File: config.mk
export PLATFORM = sky130hd
export DESIGN_NAME = glds_ctrl
export DESIGN_NICKNAME = d
export VERILOG_FILES = /design/src/sv/glds_pkg.sv /design/src/sv/glds_ctrl.sv
export SDC_FILE = /design/constraint.sdc
export NUM_CORES = 1
export LEC_CHECK = 0
export BUFFER_PORTS_ARGS = -buffer_cell sky130_fd_sc_hd__buf_2
export CAP_MARGIN = 20
export CORE_UTILIZATION = 43
export DETAILED_ROUTE_END_ITERATION = 10
export PLACE_DENSITY = 0.81
export SETUP_SLACK_MARGIN = 0.3
export SYNTH_ARGS = -nofsm -noshare
export SYNTH_HDL_FRONTEND = slang
export SYNTH_SLANG_ARGS = --single-unit
File: constraint.sdc
create_clock -name clk -period 1.44 [get_ports clk]
set_input_delay 0.072 -clock clk [delete_from_list [all_inputs] [get_ports clk]]
set_output_delay 0.072 -clock clk [all_outputs]
set_load 0.05 [all_outputs]
File: src/sv/glds_pkg.sv
`timescale 1ns / 1ps
// Shared constants, result codes and the controller/datapath interface types
// of the grid line-of-sight walker. No dependencies.
package glds_pkg;

  localparam int MAP_DIM       = 64;
  localparam int FRACTION_BITS = 10;
  localparam int CELL_W        = 6;                 // cell index width
  localparam int COORD_W       = 16;                // Q6.10 coordinate
  localparam int LIM_W         = 7;                 // limit registers and walk cell
  localparam int MAP_AW        = 2 * CELL_W;        // map address {x, y}
  localparam int DIST_W        = 17;
  localparam int N_W           = 18;                // boundary offset along an axis
  localparam int LEN_W         = 17;                // floor(sqrt) of squared length
  localparam int MUL_W         = N_W + LEN_W;       // shared multiplier product
  localparam int ROOT_W        = 34;
  localparam int CNT_W         = 5;
  localparam int ITER_LAST     = 16;                // 17 root and quotient digits
  localparam int STEP_BUDGET   = 2 * MAP_DIM + 4;
  localparam int STEP_W        = 8;
  localparam int CLR_W         = MAP_AW;

  localparam logic [DIST_W-1:0] DIST_MAX  = '1;
  localparam logic [ROOT_W-1:0] ROOT_BIT0 = ROOT_W'(1) << 32;
  localparam logic [N_W-1:0]    UNIT      = N_W'(1) << FRACTION_BITS;

  // result codes
  localparam logic [1:0] ST_VISIBLE  = 2'd0;
  localparam logic [1:0] ST_BLOCKED  = 2'd1;
  localparam logic [1:0] ST_SRC_WALL = 2'd2;
  localparam logic [1:0] ST_LEFT_MAP = 2'd3;

  // configuration register indexes
  localparam logic CFG_ROWS    = 1'b0;
  localparam logic CFG_COLUMNS = 1'b1;

  typedef struct packed {
    logic       clr_step;
    logic       load;
    logic       set_res;
    logic       res_zero;
    logic [1:0] res_code;
    logic       mul_sqx;
    logic       mul_sqy;
    logic       sqrt_step;
    logic       mul_a;
    logic       mul_b;
    logic       walk_step;
    logic       mul_dist;
    logic       div_init;
    logic       div_step;
    logic       cnt_clr;
    logic       out_load;
  } cmd_t;

  typedef struct packed {
    logic clr_last;
    logic src_out;
    logic cell_wall;
    logic at_target;
    logic budget_end;
    logic cnt_last;
    logic div_sat;
    logic out_free;
  } stat_t;

endpackage

File: src/sv/glds_ctrl.sv
`timescale 1ns / 1ps
// Sequencer of the line-of-sight walker: clear pass, set-up, cell walk,
// distance division and result hand-off. Uses glds_pkg.
module glds_ctrl (
  input  logic           clk,
  input  logic           rst_n,
  input  logic           in_valid,
  input  logic           in_opcode,
  output logic           in_ready,
  input  glds_pkg::stat_t stat,
  output glds_pkg::cmd_t  cmd
);

  localparam logic [3:0] S_CLEAR = 4'd0;
  localparam logic [3:0] S_IDLE  = 4'd1;
  localparam logic [3:0] S_SRC   = 4'd2;
  localparam logic [3:0] S_SQY   = 4'd3;
  localparam logic [3:0] S_SQRT  = 4'd4;
  localparam logic [3:0] S_INA   = 4'd5;
  localparam logic [3:0] S_INB   = 4'd6;
  localparam logic [3:0] S_STEP  = 4'd7;
  localparam logic [3:0] S_CHECK = 4'd8;
  localparam logic [3:0] S_DIST  = 4'd9;
  localparam logic [3:0] S_DIVI  = 4'd10;
  localparam logic [3:0] S_DIV   = 4'd11;
  localparam logic [3:0] S_FIN   = 4'd12;

  logic [3:0] state_r, state_nxt;

  always_ff @(posedge clk) begin
    if (!rst_n) begin
      state_r <= S_CLEAR;
    end else begin
      state_r <= state_nxt;
    end
  end

  always_comb begin
    state_nxt = state_r;
    cmd       = '0;
    in_ready  = 1'b0;
    case (state_r)
      S_CLEAR: begin
        cmd.clr_step = 1'b1;
        if (stat.clr_last) begin
          state_nxt = S_IDLE;
        end
      end
      S_IDLE: begin
        in_ready = 1'b1;
        if (in_valid) begin
          cmd.load = 1'b1;
          if (in_opcode) begin
            state_nxt = S_SRC;
          end
        end
      end
      S_SRC: begin
        cmd.res_zero = 1'b1;
        if (stat.src_out) begin
          cmd.set_res  = 1'b1;
          cmd.res_code = glds_pkg::ST_LEFT_MAP;
          state_nxt    = S_FIN;
        end else if (stat.cell_wall) begin
          cmd.set_res  = 1'b1;
          cmd.res_code = glds_pkg::ST_SRC_WALL;
          state_nxt    = S_FIN;
        end else if (stat.at_target) begin
          cmd.set_res  = 1'b1;
          cmd.res_code = glds_pkg::ST_VISIBLE;
          state_nxt    = S_FIN;
        end else begin
          cmd.mul_sqx = 1'b1;
          state_nxt   = S_SQY;
        end
      end
      S_SQY: begin
        cmd.mul_sqy = 1'b1;
        cmd.cnt_clr = 1'b1;
        state_nxt   = S_SQRT;
      end
      S_SQRT: begin
        cmd.sqrt_step = 1'b1;
        if (stat.cnt_last) begin
          state_nxt = S_INA;
        end
      end
      S_INA: begin
        cmd.mul_a = 1'b1;
        state_nxt = S_INB;
      end
      S_INB: begin
        cmd.mul_b = 1'b1;
        state_nxt = S_STEP;
      end
      S_STEP: begin
        cmd.walk_step = 1'b1;
        state_nxt     = S_CHECK;
      end
      S_CHECK: begin
        // order matters: leaving the map wins over a wall, a wall over the target
        state_nxt = S_DIST;
        if (stat.src_out) begin
          cmd.set_res  = 1'b1;
          cmd.res_code = glds_pkg::ST_LEFT_MAP;
        end else if (stat.cell_wall) begin
          cmd.set_res  = 1'b1;
          cmd.res_code = glds_pkg::ST_BLOCKED;
        end else if (stat.at_target) begin
          cmd.set_res  = 1'b1;
          cmd.res_code = glds_pkg::ST_VISIBLE;
        end else if (stat.budget_end) begin
          cmd.set_res  = 1'b1;
          cmd.res_code = glds_pkg::ST_LEFT_MAP;
        end else begin
          state_nxt = S_STEP;
        end
      end
      S_DIST: begin
        cmd.mul_dist = 1'b1;
        state_nxt    = S_DIVI;
      end
      S_DIVI: begin
        cmd.div_init = 1'b1;
        cmd.cnt_clr  = 1'b1;
        state_nxt    = stat.div_sat ? S_FIN : S_DIV;
      end
      S_DIV: begin
        cmd.div_step = 1'b1;
        if (stat.cnt_last) begin
          state_nxt = S_FIN;
        end
      end
      S_FIN: begin
        if (stat.out_free) begin
          cmd.out_load = 1'b1;
          state_nxt    = S_IDLE;
        end
      end
      default: begin
        state_nxt = S_IDLE;
      end
    endcase
  end

endmodule

==> impl_summary.txt, run 1 <==
----------------------------------------------------
[Logic synthesis]
  Post-synth top area cell ... sky130_fd_sc_hd__nor2_1
  Number of register bits inferred by synthesis ... 4
  Ranking of synthesized cells by area ... sky130_fd_sc_hd__nor2_1 (15%), sky130_fd_sc_hd__dfxtp_1 (14%), sky130_fd_sc_hd__a21oi_1 (7.9%)
  Number of warnings issued by yosys ... 0
  Number of distinct standard cells referenced by the synthesized netlist ... 31
  Sequential element share of the synthesized area ... 14.1%
  Syn Std Cell Area ... 567 µm²
  Share of Yosys cell area claimed by the top area cell type ... 14.6%
  Syn avg cell area ... 6.16 µm²
  Post-Synthesis Net Count ... about 100
  Number of instances in the synthesized netlist ... 92

[Clocking]
  Number of resized instances in the post-cts repair step ... 61
  CTS Hold Bufs ... 0
  Max H-tree Level ... 1
  CTS Buffer Depth ... 2
  CTS Root Buffer Type ... sky130_fd_sc_hd__clkbuf_4
  Number of buffers inserted by post-CTS setup repair ... 12
  Inserted Clock Buffers ... 3
  Number of sinks handled by clock tree synthesis ... 4

[Run status]
  Outcome ... aborted with a tool error
  Last stage reached ... 4_1_cts
  Halt Reason ... [ERROR DPL-0038] Utilization greater than 100%, impossible to legalize

[Floorplanning]
  Die span in y ... 38.3 µm
  Overall die width ... approximately 38 µm
  Number of ports placed on the die boundary ... 30
  Site row count ... 12
  Initial Util ... 48.4%

[Placed design]
  Area of placed instances ... 927 µm²
  Post-DP HPWL ... between 1000 and 1500 µm
  Number of port buffers ... 29
  Weighted congestion at the end of routability-driven global placement ... just under 0.9

----------------------------------------------------
## through the flow
stage | std cells | hold WS, ns | setup TNS, ns | utilization (%) | worst slack (ns)
floorplan | 92 | 0.192 | -0.384 | - | -0.0759
global placement | 142 | 0.346 | 0 | 79.2 | 0.0287
detailed placement | 142 | 0.357 | -0.0300 | 79.2 | -0.0221
## cell usage after synthesis
| cell | count |
|---|---|
| sky130_fd_sc_hd__a211oi_1 | 2 |
| sky130_fd_sc_hd__a21oi_1 | 9 |
| sky130_fd_sc_hd__a221oi_2 | 1 |
| sky130_fd_sc_hd__a32oi_1 | 1 |
| sky130_fd_sc_hd__and2_1 | 1 |
| sky130_fd_sc_hd__buf_2 | 2 |
| sky130_fd_sc_hd__clkbuf_1 | 4 |
| sky130_fd_sc_hd__dfxtp_1 | 4 |
| sky130_fd_sc_hd__inv_1 | 5 |
| sky130_fd_sc_hd__mux2i_1 | 2 |
| sky130_fd_sc_hd__nand2_1 | 5 |
| sky130_fd_sc_hd__nand2b_1 | 7 |
| sky130_fd_sc_hd__nand3_1 | 1 |
| sky130_fd_sc_hd__nor2_1 | 22 |
| sky130_fd_sc_hd__nor3_1 | 6 |
| sky130_fd_sc_hd__nor4_1 | 1 |
| sky130_fd_sc_hd__o211ai_1 | 1 |
| sky130_fd_sc_hd__o21a_1 | 1 |
| sky130_fd_sc_hd__o21ai_0 | 3 |
| sky130_fd_sc_hd__o21ai_1 | 1 |
| sky130_fd_sc_hd__o22ai_1 | 2 |
| sky130_fd_sc_hd__o22ai_2 | 1 |
| sky130_fd_sc_hd__o311ai_0 | 1 |
| sky130_fd_sc_hd__o31a_1 | 1 |
| sky130_fd_sc_hd__o31ai_1 | 2 |
| sky130_fd_sc_hd__o32ai_2 | 1 |
| sky130_fd_sc_hd__or2_1 | 1 |
| sky130_fd_sc_hd__or2_2 | 1 |
| sky130_fd_sc_hd__or2b_1 | 1 |
| sky130_fd_sc_hd__or3_1 | 1 |
| sky130_fd_sc_hd__or4_4 | 1 |
## cell families after synthesis
logic type      share of synthesized area (%)
mux                                      3.53
flops                                    14.1
simple gates                             40.6
compound gates                           34.0
buf+inv                                  7.73
==> inputs of run 2 (changes only) <==
- CORE_AREA: default -> 2 2 63 65
- CORE_UTILIZATION: 43 -> default
- DIE_AREA: default -> 0 0 65 67
- PLACE_DENSITY: 0.81 -> default
- PLACE_DENSITY_LB_ADDON: default -> 0.15
- SETUP_SLACK_MARGIN: 0.3 -> default
==> impl_summary.txt, run 2 <==
----------------------------------------------------
[Setup path]
  Peak fanout along the critical path ... 7
  Flop-to-flop setup slack ... roughly 0.090 ns
  Cell count of the worst reg-to-reg path ... 6
  WP data required ... 1.37 ns
  Arrival time at the worst endpoint ... 1.37 ns
  Crit start category ... flop
  Critical path class ... reg -> out
  Worst reg2reg endpoint ... state_r[0]
  Sort of element at the end of the critical path ... primary output
  Beginning of the worst register-to-register path ... state_r[2]

[Floorplanning]
  Total die area ... between 4000 and 5000 µm²
  Die span in y ... between 60 and 70 µm
  Site row count ... 22
  Initial Util ... around 16%
  Overall die width ... roughly 65 µm
  Number of ports placed on the die boundary ... 30
  Core Area ... 3610 µm²

[STA]
  Setup violators final ... 1
  Setup repair after global routing missed its margin ... yes
  Hold Fails Final Rpt ... 0
  Crit share post-route ... 100%
  Setup Skew ... between 0.005 and 0.006 ns
  Achievable Freq ... 694 MHz
  Minimum clock period ... between 1 and 1.5 ns
  Max-slew violation total from the final report ... 0
  Slew HR ... 76.2%
  Setup slack of the critical path after layout ... -0.00174 ns
  Transition at the pin with the smallest max-transition slack ... roughly 0.35 ns

[Logic synthesis]
  Number of distinct standard cells referenced by the synthesized netlist ... 31
  Share of async-settable or async-resettable flops after synthesis ... 0%
  Most frequently used cell type in the post-synthesis netlist ... sky130_fd_sc_hd__nor2_1
  Commonest cells post-synth ... sky130_fd_sc_hd__nor2_1 (22), sky130_fd_sc_hd__a21oi_1 (9), sky130_fd_sc_hd__nand2b_1 (7), sky130_fd_sc_hd__nor3_1 (6)
  Number of instances in the synthesized netlist ... 92
  Share of Yosys cell area claimed by the top area cell type ... 14.6%
  Top flip-flop cell by instance count after synthesis ... sky130_fd_sc_hd__dfxtp_1
  Syn avg cell area ... 6.16 µm²
  Ranking of synthesized cells by area ... sky130_fd_sc_hd__nor2_1 (15%), sky130_fd_sc_hd__dfxtp_1 (14%), sky130_fd_sc_hd__a21oi_1 (7.9%)
  Sequential element share of the synthesized area ... 14.1%
  Syn Std Cell Area ... roughly 570 µm²
  Number of warnings issued by yosys ... 0
  Number of register bits inferred by synthesis ... 4
  Post-synth top area cell ... sky130_fd_sc_hd__nor2_1
  Post-Synthesis Net Count ... 104
  Number of flops mapped to enable cells by yosys ... 0

[Placed design]
  # placed instances ... 177
  Number of port buffers ... 29
  Area of placed instances ... about 900 µm²
  Setup slack after placement ... 0.0154 ns
  Weighted congestion at the end of routability-driven global placement ... 0.748
  Post-DP HPWL ... 1810 µm

[Run]
  Max-cap violation count ... 0

[Cells and area]
  Reg with most FFs ... state_r
  Area overhead of the layout relative to synthesis ... 89.0%
  Final core utilization ... ~30%
  Final Instance Area ... between 1000 and 1500 µm²
  Number of flip-flops under the largest register name ... 4
  Leading cell type in the layout, fill and taps excluded ... sky130_fd_sc_hd__buf_4
  Most frequent cells in the layout ... sky130_fd_sc_hd__buf_4 (22), sky130_fd_sc_hd__buf_2 (15), sky130_fd_sc_hd__nor2_1 (13), sky130_fd_sc_hd__a21oi_1 (7), sky130_fd_sc_hd__nor2_2 (6)
  Count of inserted antenna diode cells ... 0
  Fraction of layout cells with a size suffix above 1 ... between 50% and 60%
  Final Non-Filler Cells ... 184
  Number of nets in the layout ... 150
  Top flop regs ... state_r: 4 flops

[Run status]
  Outcome ... complete, but fails checks
  Failing checks ... negative setup slack

[Detailed routing]
  Detailed-route wire length per cell ... around 12 µm
  TritonRoute pass-1 iters ... 4
  DRC marker count from the first detailed-route iteration ... 26
  Detailed-route vias per instance ... 4.48
  Antenna viol nets, final ... 0
  Final routed DRC violation total ... 0
  Detailed-route via count ... 824
  Wire length after detailed routing ... about 2200 µm

[Clocking]
  CTS Buffer Depth ... 2
  Clock-pin transition on the worst setup and hold timing paths ... 0.04 ns
  CTS Hold Bufs ... 0
  Number of sinks handled by clock tree synthesis ... 4
  CTS Root Buffer Type ... sky130_fd_sc_hd__clkbuf_8
  Max H-tree Level ... 1
  Later-pin clock latency in the skew report ... ~0.23 ns
  CTS tree ... built
  Inserted Clock Buffers ... 3

[Power and ir drop]
  Static Leak ... between 0.0004 and 0.0005 µW
  Worst vdd rail ir drop ... 0.000274 V
  Cell area power density ... 482 nW/µm²
  Overall power ... roughly 520 µW

[Global route]
  Initial antenna violation count ... 0
  Wire length of the first global-routing pass ... 3640 µm
  Routing usage on met1 ... a little over an eighth
  Leftover overflow at the end of global routing ... 0
  Overall Global Routing Usage ... 10.9%
  Global-route layer with the greatest usage ... met2
  Largest net degree at the start of global routing ... 12
  Met2 GRT Util ... 18.2%
  Number of global-route vias before repair ... 813
  Met3 Track Usage GR ... less than 1%

[Worst hold path]
  Worst hold path depth ... 2
  Worst Hold End ... state_r[3]
  Worst min-delay path class ... in -> reg
  Startpoint of the worst hold path ... rst_n

----------------------------------------------------
## run 2: worst max-delay path by stage
| stage | start | end | slack (ns) | cells past startpoint |
|---|---|---|---|---|
| global placement | state_r[2] | state_r[0] | 0.02 | 4 |
| floorplan | state_r[3] | cmd[11] | -0.24 | 5 |
| finish | state_r[2] | cmd[15] | -0.002 | 4 |
| detailed placement | state_r[0] | cmd[12] | 0.02 | 5 |
| CTS | state_r[0] | cmd[12] | -0.006 | 5 |
| global route | state_r[2] | cmd[15] | -0.05 | 4 |
## run 2: stage by stage
step	hold WS, ns	setup TNS [ns]
5_1_grt	0.133	-0.192
3_3_place_gp	0.355	0
4_1_cts	0.121	-0.0118
2_1_floorplan	0.192	-0.975
6_report	0.123	-0.00174
3_5_place_dp	0.355	0
## run 2: area by class of cell
cell class | count | area, µm²
fill | 410 | 2530
timing repair buffer | 47 | 347
tap | 48 | 60.1
inverter | 5 | 18.8
multi-input combinational | 77 | 519
sequential | 4 | 85.1
clock buffer | 3 | 41.3
## run 2: kinds of logic after synthesis
logic type | Yosys count | share of synthesized area, %
AND/OR/NAND/NOR | 48 | 40.6
flip-flops | 4 | 14.1
AO/OA/AOI/OAI | 27 | 34.0
buffers and inverters | 11 | 7.73
multiplexers | 2 | 3.53
## run 2: worst max-delay path, cell delays in order, from the launching register on
cell,delay (ns)
sky130_fd_sc_hd__dfxtp_2,0.33
sky130_fd_sc_hd__or2_4,0.30
sky130_fd_sc_hd__nor2_2,0.17
sky130_fd_sc_hd__and2_2,0.16
sky130_fd_sc_hd__buf_4,0.18
## run 2: power by group
part	switching [µW]	internal (µW)
combinational	91.5	62.2
sequential	2.57	113
clock	68.2	179
## run 2: layer usage
layer | part of all wire, % | vias to the layer above
met1 | 46 | 370
li1 | - | 416
met3 | 6.0 | 5
met4 | 2.3 | 0
met2 | 45 | 33
met5 | 0 | -
## run 2: repair_timing
item                                    in CTS  in global routing
hold endpoints to repair                     0                  0
pin swaps                                    3                  2
endpoints found under the setup margin       6                 15
gates resized for setup                     17                 14
setup buffers                                2                  2
Power figures use the tool's default switching activity.
==> inputs of run 3 (changes only) <==
- ABC_AREA: default -> 1
==> impl_summary.txt, run 3 <==
----------------------------------------------------
[Placed design]
  # placed instances ... 183
  Weighted congestion at the end of routability-driven global placement ... 0.829
  Number of port buffers ... 29
  Post-DP HPWL ... ~1600 µm
  Area of placed instances ... a little under 800 µm²

[STA]
  Transition at the pin with the smallest max-transition slack ... 0.244 ns
  Total negative setup slack ... 0 ns
  Minimum clock period ... about 1.4 ns
  Max-slew violation total from the final report ... 0
  Crit share post-route ... 96.1%
  Setup violators final ... 0
  Slew HR ... between 80% and 90%
  Setup repair after global routing missed its margin ... yes
  Hold Fails Final Rpt ... 0
  Achievable Freq ... 723 MHz
  Setup Skew ... about 0.003 ns

[Power and ir drop]
  Switching fraction of total power ... between 50% and 60%
  Power share of the clock group ... 16.7%
  Net switching component of the power ... between 700 and 800 µW
  Internal cell power ... between 600 and 700 µW
  Share of power burned in registers ... 14.8%
  Gate power share ... 68.6%
  Overall power ... about 1400 µW
  Cell area power density ... 1520 nW/µm²
  Worst vdd rail ir drop ... roughly 0.00063 V
  Static Leak ... 0.000510 µW

[Floorplanning]
  Core Area ... 3610 µm²
  Number of ports placed on the die boundary ... 30
  Initial Util ... between 10% and 20%
  Overall die width ... 65 µm
  Total die area ... about 4400 µm²
  Die span in y ... 67 µm
  Site row count ... 22

[Setup path]
  Arrival time at the worst endpoint ... 1.31 ns
  WP data required ... 1.37 ns
  End point of the critical path ... cmd[11]
  Worst reg2reg endpoint ... state_r[0]
  Peak fanout along the critical path ... 5
  Origin of the worst setup path ... state_r[1]
  Sort of element at the end of the critical path ... primary output
  Cell count of the worst reg-to-reg path ... 9
  Flop-to-flop setup slack ... 0.13 ns
  Crit start category ... flop
  Critical path class ... reg -> out
  Beginning of the worst register-to-register path ... state_r[2]

[Run]
  Max-cap violation count ... 0

[Clocking]
  CTS Root Buffer Type ... sky130_fd_sc_hd__clkbuf_8
  Inserted Clock Buffers ... 3
  CTS Hold Bufs ... 0
  Number of sinks handled by clock tree synthesis ... 4
  Later-pin clock latency in the skew report ... 0.21 ns
  Clock-pin transition on the worst setup and hold timing paths ... about 0.030 ns
  CTS Buffer Depth ... 2
  CTS tree ... built
  Max H-tree Level ... 1

[Logic synthesis]
  Number of instances in the synthesized netlist ... ~100
  Number of warnings issued by yosys ... 0
  Number of flops mapped to enable cells by yosys ... 0
  Number of distinct standard cells referenced by the synthesized netlist ... 14
  Most frequently used cell type in the post-synthesis netlist ... sky130_fd_sc_hd__nand2_1
  Share of Yosys cell area claimed by the top area cell type ... 24.7%
  Number of register bits inferred by synthesis ... 4
  Post-Synthesis Net Count ... 116
  Top flip-flop cell by instance count after synthesis ... sky130_fd_sc_hd__dfxtp_1
  Sequential element share of the synthesized area ... around 15%
  Post-synth top area cell ... sky130_fd_sc_hd__nand2_1
  Syn avg cell area ... 4.97 µm²
  Share of async-settable or async-resettable flops after synthesis ... 0%
  Commonest cells post-synth ... sky130_fd_sc_hd__nand2_1 (34), sky130_fd_sc_hd__inv_1 (14), sky130_fd_sc_hd__nor2_1 (12), sky130_fd_sc_hd__a21oi_1 (8), sky130_fd_sc_hd__nor2_2 (8)
  Ranking of synthesized cells by area ... sky130_fd_sc_hd__nand2_1 (25%), sky130_fd_sc_hd__dfxtp_1 (15%), sky130_fd_sc_hd__inv_1 (10%)
  Syn Std Cell Area ... approximately 520 µm²

[Global route]
  Initial antenna violation count ... 0
  Wire length of the first global-routing pass ... 2980 µm
  Overall Global Routing Usage ... 8.85%
  Number of global-route vias before repair ... 653
  Leftover overflow at the end of global routing ... 0
  Largest net degree at the start of global routing ... 7

[Cells and area]
  Top flop regs ... state_r: 4 flops
  Most frequent cells in the layout ... sky130_fd_sc_hd__nand2_1 (29), sky130_fd_sc_hd__buf_2 (19), sky130_fd_sc_hd__inv_1 (13), sky130_fd_sc_hd__nor2_1 (10), sky130_fd_sc_hd__buf_4 (10)
  Reg with most FFs ... state_r
  Count of inserted antenna diode cells ... 0
  Number of nets in the layout ... 155
  Number of flip-flops under the largest register name ... 4
  Area overhead of the layout relative to synthesis ... 75.3%
  Final Non-Filler Cells ... 189
  Final Instance Area ... just over 900 µm²
  Leading cell type in the layout, fill and taps excluded ... sky130_fd_sc_hd__nand2_1
  Fraction of layout cells with a size suffix above 1 ... between 40% and 50%

[Detailed routing]
  Antenna viol nets, final ... 0
  Final routed DRC violation total ... 0
  Wire length after detailed routing ... 1860 µm
  Detailed-route vias per instance ... 3.87
  DRC marker count from the first detailed-route iteration ... 17
  TritonRoute pass-1 iters ... 4
  Detailed-route via count ... 731
  Detailed-route wire length per cell ... slightly below 10 µm

[Run status]
  Outcome ... complete, no violations

[Worst hold path]
  Worst min-delay path class ... in -> reg

----------------------------------------------------
run 3: worst min path at each step:
stage / start / end / slack (ns) / cells past startpoint
floorplan: rst_n / state_r[3] / 0.24 / 2
global placement: rst_n / state_r[2] / 0.36 / 3
detailed placement: rst_n / state_r[3] / 0.37 / 3
CTS: rst_n / state_r[3] / 0.15 / 3
global route: rst_n / state_r[2] / 0.16 / 3
finish: rst_n / state_r[2] / 0.15 / 3
run 3: final cells by class:
class | count | area (µm²)
fill | 431 | 2700
multi-input combinational | 79 | 420
timing repair buffer | 34 | 215
sequential | 4 | 87.6
inverter | 21 | 81.3
tap | 48 | 60.1
clock buffer | 3 | 41.3
run 3: logic make-up after synthesis:
logic type	count (synthesis)	synth area share [%]
and+or+nand+nor	64	53.8
buffers and inverters	21	15.3
AOI/OAI and AO/OA	15	15.5
DFF	4	15.5
run 3: critical path: stages, from the launching register on:
cell,delay (ns)
sky130_fd_sc_hd__dfxtp_2,0.38
sky130_fd_sc_hd__inv_2,0.06
sky130_fd_sc_hd__nor2_2,0.18
sky130_fd_sc_hd__buf_4,0.15
sky130_fd_sc_hd__a32o_1,0.14
sky130_fd_sc_hd__buf_4,0.19
run 3: metrics by stage:
step | worst slack [ns] | hold WS [ns] | utilization, %
after floorplan | -0.0121 | 0.243 | -
after global placement | 0.0835 | 0.362 | 21.3
after detailed placement | 0.0613 | 0.370 | 21.3
after CTS | -0.00572 | 0.151 | 23.4
after global routing | -0.0189 | 0.164 | 25.1
final | 0.0559 | 0.149 | 25.1
run 3: metal layers:
layer | part of all wire [%] | track usage [%]
met1 | 52 | 12.5
met2 | 41 | 12.8
met3 | 6.6 | 2.70
met4 | 0.86 | 2.39
met5 | 0 | 0
run 3: timing repair:
action	in CTS	in global routing
gates resized for setup	11	18
endpoints found under the setup margin	9	21
pin swaps	1	1
buffers inserted	0	3
run 3: power groups by stage:
stage	registers, µW	clock network, µW	logic [µW]
global route	208	252	1030
detailed placement	186	0	878
floorplan	176	0	663
CTS	185	238	914
finish	203	229	942
global placement	185	0	891
